<file path="config.mk">
export PLATFORM = sky130hd
export DESIGN_NAME = usb_cable_state_qualifier_flat
export DESIGN_NICKNAME = d
export VERILOG_FILES = /design/src/ucsq_pkg.sv /design/src/ucsq_channels.sv /design/src/ucsq_rsp_queue.sv /design/src/usb_cable_state_qualifier.sv /design/src/flat_wrapper.sv
export VERILOG_INCLUDE_DIRS = /design/src /design/src/src
export SDC_FILE = /design/constraint.sdc
export NUM_CORES = 1
export LEC_CHECK = 0
export ABC_CLOCK_PERIOD_IN_PS = 4700
export BUFFER_PORTS_ARGS = -buffer_cell sky130_fd_sc_hd__buf_2
export CORE_UTILIZATION = 50
export CTS_CLUSTER_SIZE = 40
export DETAILED_ROUTE_END_ITERATION = 6
export GPL_TIMING_DRIVEN = 0
export HOLD_SLACK_MARGIN = 0.05
export PLACE_DENSITY = 0.77
export SLEW_MARGIN = 20
export SYNTH_ARGS = -nofsm -noshare
export SYNTH_HDL_FRONTEND = slang
export SYNTH_HIERARCHICAL = 1
export SYNTH_SLANG_ARGS = --single-unit
export TNS_END_PERCENT = 100
</file>
<file path="constraint.sdc">
create_clock -name clock -period 4.7 [get_ports clock]
set_input_delay 0.94 -clock clock [delete_from_list [all_inputs] [get_ports clock]]
set_output_delay 0.94 -clock clock [all_outputs]
set_load 0.05 [all_outputs]
</file>
<file path="src/usb_cable_state_qualifier_assert.svh">
// Assertion macros for the cable state qualifier.
// Used by the top-level RTL file in src; no other dependencies.
`ifndef USB_CABLE_STATE_QUALIFIER_ASSERT_SVH
`define USB_CABLE_STATE_QUALIFIER_ASSERT_SVH

`ifndef ASSERT_OFF
// antecedent implies consequent in the same cycle
`define UCSQ_ASSERT_IMPLY(label, clk, rst, ante, cons) \
   label: assert property (@(posedge clk) disable iff (rst) (ante) |-> (cons)) \
      else $error("ucsq assertion failed");
// antecedent implies consequent in the next cycle
`define UCSQ_ASSERT_NEXT(label, clk, rst, ante, cons) \
   label: assert property (@(posedge clk) disable iff (rst) (ante) |=> (cons)) \
      else $error("ucsq assertion failed");
`else
`define UCSQ_ASSERT_IMPLY(label, clk, rst, ante, cons)
`define UCSQ_ASSERT_NEXT(label, clk, rst, ante, cons)
`endif

`endif

</file>
<file path="src/ucsq_pkg.sv">
// Shared types and constants for the cable state qualifier.
// No dependencies; used by the result queue and the top level.
package ucsq_pkg;

   // cable states
   localparam logic [1:0] ST_UNKNOWN = 2'd0;
   localparam logic [1:0] ST_DISC    = 2'd1;
   localparam logic [1:0] ST_CHARGER = 2'd2;
   localparam logic [1:0] ST_PC      = 2'd3;

   // event codes
   localparam logic [2:0] EV_CHG_OFF = 3'd0;
   localparam logic [2:0] EV_USB_OFF = 3'd1;
   localparam logic [2:0] EV_CHG_ON  = 3'd2;
   localparam logic [2:0] EV_USB_ON  = 3'd3;
   localparam logic [2:0] EV_NOTICE  = 3'd4;

   // request types
   localparam logic REQ_REPORT = 1'b0;
   localparam logic REQ_TICK   = 1'b1;

   // supply kinds
   localparam logic [3:0] KIND_NONE    = 4'd0;
   localparam logic [3:0] KIND_USB     = 4'd1;
   localparam logic [3:0] KIND_CDP     = 4'd2;
   localparam logic [3:0] KIND_DCP     = 4'd3;
   localparam logic [3:0] KIND_HVDCP   = 4'd4;
   localparam logic [3:0] KIND_HVDCP_3 = 4'd5;
   localparam logic [3:0] KIND_FLOAT   = 4'd6;

   // configuration register indexes
   localparam logic CSR_BASE_DELAY = 1'b0;
   localparam logic CSR_CONN_DELAY = 1'b1;

   localparam logic [15:0] BASE_DELAY_RESET = 16'd100;
   localparam logic [15:0] CONN_DELAY_RESET = 16'd0;

   // result queue
   localparam int RSP_Q_DEPTH   = 4;
   localparam int RSP_Q_PTR_W   = $clog2(RSP_Q_DEPTH);
   localparam int RSP_Q_CNT_W   = $clog2(RSP_Q_DEPTH + 1);
   localparam int MAX_RESULTS   = 3;

   typedef struct packed {
      logic [2:0] event_code;
      logic [1:0] link_state;
      logic       last;
   } rsp_item_type;

   typedef struct packed {
      logic [1:0]                       count;
      rsp_item_type [MAX_RESULTS-1:0]   items;
   } rsp_group_type;

   function automatic logic [1:0] classify(input logic present, input logic [3:0] kind);
      logic [1:0] st;
      st = ST_DISC;
      if (present) begin
         case (kind) inside
            KIND_NONE, KIND_USB, KIND_CDP: st = ST_PC;
            KIND_DCP, KIND_HVDCP, KIND_HVDCP_3, KIND_FLOAT: st = ST_CHARGER;
            default: st = ST_DISC;
         endcase
      end
      return st;
   endfunction

endpackage

</file>
<file path="src/ucsq_channels.sv">
// Handshake channel interfaces for the cable state qualifier.
// No dependencies.
interface ucsq_req_if;
   logic       valid;
   logic       ready;
   logic       req_type;
   logic       supply_present;
   logic [3:0] supply_kind;
   modport source (output valid, req_type, supply_present, supply_kind, input ready);
   modport sink   (input valid, req_type, supply_present, supply_kind, output ready);
endinterface

interface ucsq_rsp_if;
   logic       valid;
   logic       ready;
   logic [2:0] event_code;
   logic [1:0] link_state;
   logic       last;
   modport source (output valid, event_code, link_state, last, input ready);
   modport sink   (input valid, event_code, link_state, last, output ready);
endinterface

interface ucsq_csr_if;
   logic        valid;
   logic        ready;
   logic        index;
   logic [15:0] data;
   modport source (output valid, index, data, input ready);
   modport sink   (input valid, index, data, output ready);
endinterface

</file>
<file path="src/ucsq_rsp_queue.sv">
// Result queue: takes a group of up to three results at once, drains one per cycle while rsp is ready.
// Depends on ucsq_pkg and ucsq_channels.
module ucsq_rsp_queue (
   input  logic                   clock,
   input  logic                   reset,
   input  logic                   push,
   input  ucsq_pkg::rsp_group_type group,
   output logic                   room,
   ucsq_rsp_if.source             rsp
);
   import ucsq_pkg::*;

   rsp_item_type            entry_ff [RSP_Q_DEPTH];
   logic [RSP_Q_PTR_W-1:0]  wr_ptr_ff, wr_ptr_in;
   logic [RSP_Q_PTR_W-1:0]  rd_ptr_ff, rd_ptr_in;
   logic [RSP_Q_CNT_W-1:0]  cnt_ff, cnt_in;
   logic [RSP_Q_CNT_W-1:0]  cnt_after_pop;
   logic                    pop;

   assign pop           = rsp.valid && rsp.ready;
   assign cnt_after_pop = cnt_ff - RSP_Q_CNT_W'(pop);
   // a whole group must fit
   assign room = cnt_after_pop <= RSP_Q_CNT_W'(RSP_Q_DEPTH - MAX_RESULTS);

   assign rsp.valid       = cnt_ff != '0;
   assign rsp.event_code  = entry_ff[rd_ptr_ff].event_code;
   assign rsp.link_state  = entry_ff[rd_ptr_ff].link_state;
   assign rsp.last        = entry_ff[rd_ptr_ff].last;

   always_comb begin
      rd_ptr_in = rd_ptr_ff + RSP_Q_PTR_W'(pop);
      wr_ptr_in = wr_ptr_ff;
      cnt_in    = cnt_after_pop;
      if (push) begin
         wr_ptr_in = wr_ptr_ff + RSP_Q_PTR_W'(group.count);
         cnt_in    = cnt_after_pop + RSP_Q_CNT_W'(group.count);
      end
   end

   always_ff @(posedge clock) begin
      if (reset) begin
         wr_ptr_ff <= '0;
         rd_ptr_ff <= '0;
         cnt_ff    <= '0;
      end else begin
         wr_ptr_ff <= wr_ptr_in;
         rd_ptr_ff <= rd_ptr_in;
         cnt_ff    <= cnt_in;
      end
   end

   always_ff @(posedge clock) begin
      for (int k = 0; k < MAX_RESULTS; k++) begin
         if (push && (k < int'(group.count))) begin
            entry_ff[wr_ptr_ff + RSP_Q_PTR_W'(k)] <= group.items[k];
         end
      end
   end

endmodule

</file>
<file path="src/usb_cable_state_qualifier.sv">
// Cable state qualifier: debounces power-supply reports into a cable state
// and emits off/on events plus a state notice on every applied change.
//
// Channels: req_ch carries supply reports (req_type 0) and 1 ms ticks
// (req_type 1); rsp_ch carries events, each with the active cable state and
// a last flag on the final result (the notice) of one request. csr_ch writes
// base_delay (index 0) and connection_delay (index 1); it is always ready.
//
// A request transaction is registered in the input stage, then processed,
// once the result queue has room, against the timer and state registers.
// Results of that request are written into a four-entry result queue, whose
// head entry is presented on rsp_ch from the queue's registers.
// Requests are taken one per cycle as long as the queue has room for three
// results after this cycle's output; since the output moves one result a
// cycle while rsp_ch is ready, a request that applies a change with both an
// off and an on event holds the following request until the queue has room.
//
// Reset: registers load base_delay 100, connection_delay 0, both states
// unknown, timer stopped, queue empty. A stalled rsp_ch fills the queue and
// then drops req_ch.ready; nothing is lost.
`include "usb_cable_state_qualifier_assert.svh"

module usb_cable_state_qualifier (
   input  logic       clock,
   input  logic       reset,
   ucsq_req_if.sink   req_ch,
   ucsq_rsp_if.source rsp_ch,
   ucsq_csr_if.sink   csr_ch
);
   import ucsq_pkg::*;

   // configuration
   logic [15:0] base_delay_ff;
   logic [15:0] conn_delay_ff;

   // input stage
   logic       in_valid_ff, in_valid_in;
   logic       in_type_ff;
   logic       in_present_ff;
   logic [3:0] in_kind_ff;

   // qualifier state
   logic [1:0]  reported_ff, reported_in;
   logic [1:0]  active_ff, active_in;
   logic        running_ff, running_in;
   logic [15:0] remaining_ff, remaining_in;
   logic [15:0] length_ff, length_in;

   logic          proc_fire;
   logic          q_room;
   rsp_group_type group;

   assign proc_fire    = in_valid_ff && q_room;
   assign req_ch.ready = !in_valid_ff || proc_fire;
   assign csr_ch.ready = 1'b1;
   assign in_valid_in  = (req_ch.valid && req_ch.ready) || (in_valid_ff && !proc_fire);

   always_comb begin
      logic [1:0]  cur;
      logic [1:0]  target;
      logic        do_apply;
      logic [15:0] delay;
      logic [1:0]  n;

      reported_in  = reported_ff;
      active_in    = active_ff;
      running_in   = running_ff;
      remaining_in = remaining_ff;
      length_in    = length_ff;
      group        = '0;
      do_apply     = 1'b0;
      target       = reported_ff;
      delay        = base_delay_ff;
      n            = '0;
      cur          = classify(in_present_ff, in_kind_ff);

      if (in_type_ff == REQ_TICK) begin
         if (running_ff) begin
            if (remaining_ff > 16'd1) begin
               remaining_in = remaining_ff - 16'd1;
            end else begin
               do_apply = 1'b1;
               target   = reported_ff;
            end
         end
      end else begin
         reported_in = cur;
         if (reported_ff != cur) begin
            if (cur == ST_DISC) begin
               do_apply = 1'b1;
               target   = ST_DISC;
            end else begin
               if (cur == ST_PC && reported_ff != ST_UNKNOWN && conn_delay_ff > base_delay_ff) begin
                  delay = conn_delay_ff;
               end
               // same-length running timer keeps its count
               if (!(running_ff && length_ff == delay)) begin
                  running_in   = 1'b1;
                  remaining_in = delay;
                  length_in    = delay;
               end
            end
         end
      end

      if (do_apply) begin
         running_in   = 1'b0;
         remaining_in = '0;
         length_in    = '0;
         if (active_ff != target) begin
            active_in = target;
            if (active_ff == ST_CHARGER) begin
               group.items[n] = '{event_code: EV_CHG_OFF, link_state: target, last: 1'b0};
               n = n + 2'd1;
            end else if (active_ff == ST_PC) begin
               group.items[n] = '{event_code: EV_USB_OFF, link_state: target, last: 1'b0};
               n = n + 2'd1;
            end
            if (target == ST_CHARGER) begin
               group.items[n] = '{event_code: EV_CHG_ON, link_state: target, last: 1'b0};
               n = n + 2'd1;
            end else if (target == ST_PC) begin
               group.items[n] = '{event_code: EV_USB_ON, link_state: target, last: 1'b0};
               n = n + 2'd1;
            end
            group.items[n] = '{event_code: EV_NOTICE, link_state: target, last: 1'b1};
            n = n + 2'd1;
         end
      end
      group.count = n;
   end

   always_ff @(posedge clock) begin
      if (reset) begin
         base_delay_ff <= BASE_DELAY_RESET;
         conn_delay_ff <= CONN_DELAY_RESET;
      end else if (csr_ch.valid && csr_ch.ready) begin
         case (csr_ch.index)
            CSR_BASE_DELAY: base_delay_ff <= csr_ch.data;
            CSR_CONN_DELAY: conn_delay_ff <= csr_ch.data;
            default: ;
         endcase
      end
   end

   always_ff @(posedge clock) begin
      if (reset) begin
         in_valid_ff <= 1'b0;
      end else begin
         in_valid_ff <= in_valid_in;
      end
   end

   always_ff @(posedge clock) begin
      if (req_ch.valid && req_ch.ready) begin
         in_type_ff    <= req_ch.req_type;
         in_present_ff <= req_ch.supply_present;
         in_kind_ff    <= req_ch.supply_kind;
      end
   end

   always_ff @(posedge clock) begin
      if (reset) begin
         reported_ff  <= ST_UNKNOWN;
         active_ff    <= ST_UNKNOWN;
         running_ff   <= 1'b0;
         remaining_ff <= '0;
         length_ff    <= '0;
      end else if (proc_fire) begin
         reported_ff  <= reported_in;
         active_ff    <= active_in;
         running_ff   <= running_in;
         remaining_ff <= remaining_in;
         length_ff    <= length_in;
      end
   end

   ucsq_rsp_queue u_rsp_queue (
      .clock (clock),
      .reset (reset),
      .push  (proc_fire),
      .group (group),
      .room  (q_room),
      .rsp   (rsp_ch)
   );

   // a timer only runs while a charger or PC report waits to settle
   `UCSQ_ASSERT_IMPLY(a_run_state, clock, reset, running_ff,
      reported_ff == ST_CHARGER || reported_ff == ST_PC)
   // count never exceeds the loaded length
   `UCSQ_ASSERT_IMPLY(a_run_count, clock, reset, running_ff, remaining_ff <= length_ff)
   // a stopped timer is fully cleared
   `UCSQ_ASSERT_IMPLY(a_stop_clear, clock, reset, !running_ff,
      remaining_ff == '0 && length_ff == '0)
   // a processed request that yields results changes the active state
   `UCSQ_ASSERT_NEXT(a_group_change, clock, reset, proc_fire && group.count != '0,
      active_ff != $past(active_ff))

endmodule
</file>
<file path="src/flat_wrapper.sv">
// flat-port wrapper written by rule: the top's interface ports become plain ports
module usb_cable_state_qualifier_flat import ucsq_pkg::*;
  (clock, reset, req_ch_valid, req_ch_req_type, req_ch_supply_present, req_ch_supply_kind, req_ch_ready, rsp_ch_valid, rsp_ch_event_code, rsp_ch_link_state, rsp_ch_last, rsp_ch_ready, csr_ch_valid, csr_ch_index, csr_ch_data, csr_ch_ready);
  ucsq_req_if req_ch_i ();
  ucsq_rsp_if rsp_ch_i ();
  ucsq_csr_if csr_ch_i ();
  input  logic clock;
  input  logic reset;
  input wire logic [$bits(req_ch_i.valid)-1:0] req_ch_valid;
  input wire logic [$bits(req_ch_i.req_type)-1:0] req_ch_req_type;
  input wire logic [$bits(req_ch_i.supply_present)-1:0] req_ch_supply_present;
  input wire logic [$bits(req_ch_i.supply_kind)-1:0] req_ch_supply_kind;
  output wire logic [$bits(req_ch_i.ready)-1:0] req_ch_ready;
  output wire logic [$bits(rsp_ch_i.valid)-1:0] rsp_ch_valid;
  output wire logic [$bits(rsp_ch_i.event_code)-1:0] rsp_ch_event_code;
  output wire logic [$bits(rsp_ch_i.link_state)-1:0] rsp_ch_link_state;
  output wire logic [$bits(rsp_ch_i.last)-1:0] rsp_ch_last;
  input wire logic [$bits(rsp_ch_i.ready)-1:0] rsp_ch_ready;
  input wire logic [$bits(csr_ch_i.valid)-1:0] csr_ch_valid;
  input wire logic [$bits(csr_ch_i.index)-1:0] csr_ch_index;
  input wire logic [$bits(csr_ch_i.data)-1:0] csr_ch_data;
  output wire logic [$bits(csr_ch_i.ready)-1:0] csr_ch_ready;
  assign req_ch_i.valid = req_ch_valid;
  assign req_ch_i.req_type = req_ch_req_type;
  assign req_ch_i.supply_present = req_ch_supply_present;
  assign req_ch_i.supply_kind = req_ch_supply_kind;
  assign req_ch_ready = req_ch_i.ready;
  assign rsp_ch_valid = rsp_ch_i.valid;
  assign rsp_ch_event_code = rsp_ch_i.event_code;
  assign rsp_ch_link_state = rsp_ch_i.link_state;
  assign rsp_ch_last = rsp_ch_i.last;
  assign rsp_ch_i.ready = rsp_ch_ready;
  assign csr_ch_i.valid = csr_ch_valid;
  assign csr_ch_i.index = csr_ch_index;
  assign csr_ch_i.data = csr_ch_data;
  assign csr_ch_ready = csr_ch_i.ready;
  usb_cable_state_qualifier u_core (.clock(clock), .reset(reset), .req_ch(req_ch_i), .rsp_ch(rsp_ch_i), .csr_ch(csr_ch_i));
endmodule
</file>
==> flow_metrics.py <==
metrics = {
    "critical_path": {
        "cpMaxStageDelayCell": "a21oi_1",
        "crit_type": "flip-flop to flip-flop",
        "end_kind": "flip-flop",
        "cp_max_fo": 10,
        "cp-start-kind": "flip-flop",
        "ff2ff_path_depth": 10,
        "r2r_slack_ns": 0.33,
        "r2r_start": "u_core/remaining_ff[2]",
        "arrival_ns": 4.36,
        "r2r_end": "u_core/u_rsp_queue/entry_ff[1][1]",
        "cpPeakStageDelay_ns": 0.68,
        "crit_top_cell": "a21o_1",
        "cp-startpoint": "u_core/remaining_ff[2]",
        "endpoint": "u_core/u_rsp_queue/entry_ff[1][1]",
        "crit_chain": "or4_1 > nor4_1 > o2111ai_1 > a21boi_0 > a21o_1 > clkbuf_1 > nor2_1 > a21o_1 > nand2b_1 > a21oi_1",
        "cp_data_required_time_ns": 4.68,
    },
    "yosys": {
        "synth.most_common_cell": "nand2_1",
        "synth_area_um2": 6840,
        "synth_top_area_share_pct": 22.5,
        "ys.flop_type": "dfxtp_1",
        "synth_edf_count": 30,
        "yosys_register_bits": 107,
        "synth_area_leader_cell": "dfxtp_1",
        "synthArstFlopShare_pct": 0,
        "syn_area_per_cell_um2": 9.20,
        "synth_common_cells": "nand2_1, dfxtp_1, a21oi_1",
        "synth_area_leaders": "dfxtp_1, edfxtp_1, nand2_1",
        "ys_types": 73,
        "yosys_warnings": 6,
        "ys_seq_area_share_pct": 35.7,
        "synth_cells": 744,
    },
    "cts": {
        "clock_latency_ns": 0.36,
        "clock_tree.root_cell": "clkbuf_16",
        "numCtsBuffers": 9,
        "ctsHtreeMaxLevel": 3,
        "post_cts_buffers": 0,
        "clockBufferDepth": 2,
        "cts_tree": "yes",
        "clock-sinks": 107,
        "clk_pin_slew_ns": 0.07,
    },
    "final_layout": {
        "fillCellCount": 1178,
        "multi_input_area_um2": 4080,
        "areaGrowthSynthToFinish_pct": 10.8,
        "diodes": 0,
        "regArea_um2": 2440,
        "final_cells": 978,
        "drive_above_1_share_pct": 16.7,
        "fin_nets": 855,
    },
    "drt": {
        "first_iter_violations": 362,
        "firstDrtPassIters": 5,
        "wl_mm": 16.2,
        "num_vias": 5436,
        "wl_per_cell_um": 16.5,
        "viasPerCell": 5.56,
        "drc_errors": 0,
        "postRouteAntennaNets": 0,
    },
    "place": {
        "gp_congestion": 0.931,
        "dpl.cell_count": 962,
        "dpl.hpwl_mm": 12.1,
        "portBuffers": 35,
    },
    "power": {
        "p_leak_nw": 3.18,
        "p_total_w": 0.00315,
        "vdd_drop_max_v": 0.000294,
        "power_density_nw_per_um2": 416,
    },
    "floorplan": {
        "die_x_um": 119,
        "initial_core_util_pct": 51.5,
        "num_rows": 42,
        "coreArea_um2": 13300,
        "die_area_um2": 14200,
        "io_pins": 37,
        "die_h_um": 119,
    },
    "global_routing": {
        "gr-total-overflow": 0,
        "grt_usage_pct": 24.3,
        "grt_pass1_wl_mm": 26.8,
        "grt_pass1_vias": 5349,
        "grt_max_degree": 17,
        "antenna_found_initial": 0,
    },
    "timing": {
        "setup_violations": 0,
        "relSlewSlack_pct": 35.8,
        "rsz0062_at_grt": "false",
        "finalHoldViolCount": 0,
        "max_freq_ghz": 0.229,
        "maxSlewViolCount": 0,
        "tightest_slew_ns": 0.954,
        "fin_tns_setup_ns": 0,
        "min_period_ns": 4.37,
        "fin_skew_ns": 0.00751,
        "fin_crit_sh_pct": 93.0,
    },
    "run_status": {
        "outcome": "finished clean",
    },
    "flow_run": {
        "max-cap-violations": 0,
    },
    "worst_hold_path": {
        "hold_class": "flip-flop to flip-flop",
        "hold_path_startpoint": "u_core/remaining_ff[1]",
    },
}
==> per-layer routing <==
layer / global-route usage, % / vias up / part of all wire [%]
li1: - / 2709 / -
met1: 33.3 / 2553 / 47
met2: 37.8 / 141 / 46
met3: 4.02 / 33 / 4.1
met4: 10.1 / 0 / 2.7
met5: 0 / - / 0
==> worst min path at each step <==
stage	to	slack, ns	depth (start not counted)
detailed placement	u_core/remaining_ff[1]	0.46	2
global placement	u_core/base_delay_ff[8]	0.45	2
CTS	u_core/remaining_ff[1]	0.47	2
floorplan	u_core/base_delay_ff[8]	0.44	2
finish	u_core/remaining_ff[1]	0.47	2
global route	u_core/base_delay_ff[8]	0.50	2
==> worst max-delay path: cells and delay by family (launching register included) <==
family          cells  cell delay, ns
simple gates        4            1.67
flops               1            0.36
buf+inv             1            0.23
compound gates      5            1.74
==> through the flow <==
stage	worst slack [ns]	hold slack, ns	utilization [%]	cell area, µm²
after detailed placement	0.420	0.457	54.7	7270
after CTS	0.337	0.467	57.0	7580
final	0.328	0.467	57.0	7580
after global routing	0.0230	0.497	57.0	7580
after global placement	0.196	0.446	54.6	7260
after floorplan	1.18	0.436	-	6870
==> layout by cell type (no fill, tap or decap), types with 4 or more instances in the layout <==
| cell type | Yosys | final |
|---|---|---|
| mux2_1 | 6 | 6 |
| ha_1 | 29 | 29 |
| a21o_1 | 5 | 5 |
| nand4_1 | 7 | 7 |
| nor4_1 | 6 | 6 |
| mux2_4 | 9 | 9 |
| mux2i_1 | 40 | 40 |
| clkinv_1 | 1 | 4 |
| clkbuf_1 | 22 | 23 |
| nor2_1 | 37 | 37 |
| and2_1 | 5 | 5 |
| o211ai_1 | 9 | 9 |
| inv_1 | 42 | 42 |
| buf_4 | 4 | 4 |
| nand2b_1 | 7 | 7 |
| xor2_1 | 13 | 13 |
| nand2_1 | 133 | 133 |
| mux2_2 | 44 | 44 |
| clkbuf_16 | 0 | 9 |
| edfxtp_1 | 30 | 30 |
| o21ai_0 | 22 | 22 |
| conb_1 | 2 | 9 |
| nor3_1 | 21 | 21 |
| a21oi_1 | 51 | 50 |
| nand3_1 | 5 | 5 |
| nor2b_1 | 13 | 13 |
| o21a_1 | 4 | 4 |
| mux4_2 | 6 | 6 |
| xnor2_1 | 27 | 27 |
| buf_2 | 4 | 39 |
| dfxtp_1 | 77 | 77 |
| or3_1 | 5 | 5 |
==> final cells by class <==
cell class | instances | area share, %
Multi-Input combinational cell | 564 | 53.8
Sequential cell | 107 | 32.2
Clock inverter | 6 | 1.06
Timing Repair Buffer | 35 | 2.31
Buffer | 37 | 2.61
Inverter | 43 | 2.13
Tap cell | 176 | 2.90
Clock buffer | 10 | 3.02
==> flip-flops by register name, summed over array words and instances (netlist names), 3 cells and up <==
name	flops
u_core/u_rsp_queue/entry_ff	24
u_core/base_delay_ff	16
u_core/conn_delay_ff	16
u_core/length_ff	16
u_core/remaining_ff	16
u_core/in_kind_ff	4
u_core/u_rsp_queue/cnt_ff	3
==> cell families (layout without fill, tap and decap cells) <==
family / count (synthesis) / in the layout / synth area share [%]
AND/OR/NAND/NOR: 257 / 257 / 18.4
AO/OA/AOI/OAI: 123 / 123 / 11.8
flip-flops: 107 / 107 / 35.7
multiplexers: 105 / 105 / 18.0
buffers and inverters: 80 / 131 / 5.25
XOR/XNOR: 40 / 40 / 5.12
adder cells (fa/ha/maj): 30 / 30 / 5.60
other: 2 / 9 / 0.110
==> power by group <==
group	switching [W]	leakage, nW	internal (W)	total, W
sequential	0.0000682	0.897	0.00104	0.00111
clock	0.000334	0.149	0.000463	0.000797
combinational	0.000742	2.13	0.000507	0.00125
==> timing repair <==
item | 4_1_cts | 5_1_grt
gates resized for setup | 0 | 1
endpoints found under the setup margin | 0 | 6
hold buffers | 0 | 0
Power figures use the tool's default switching activity.
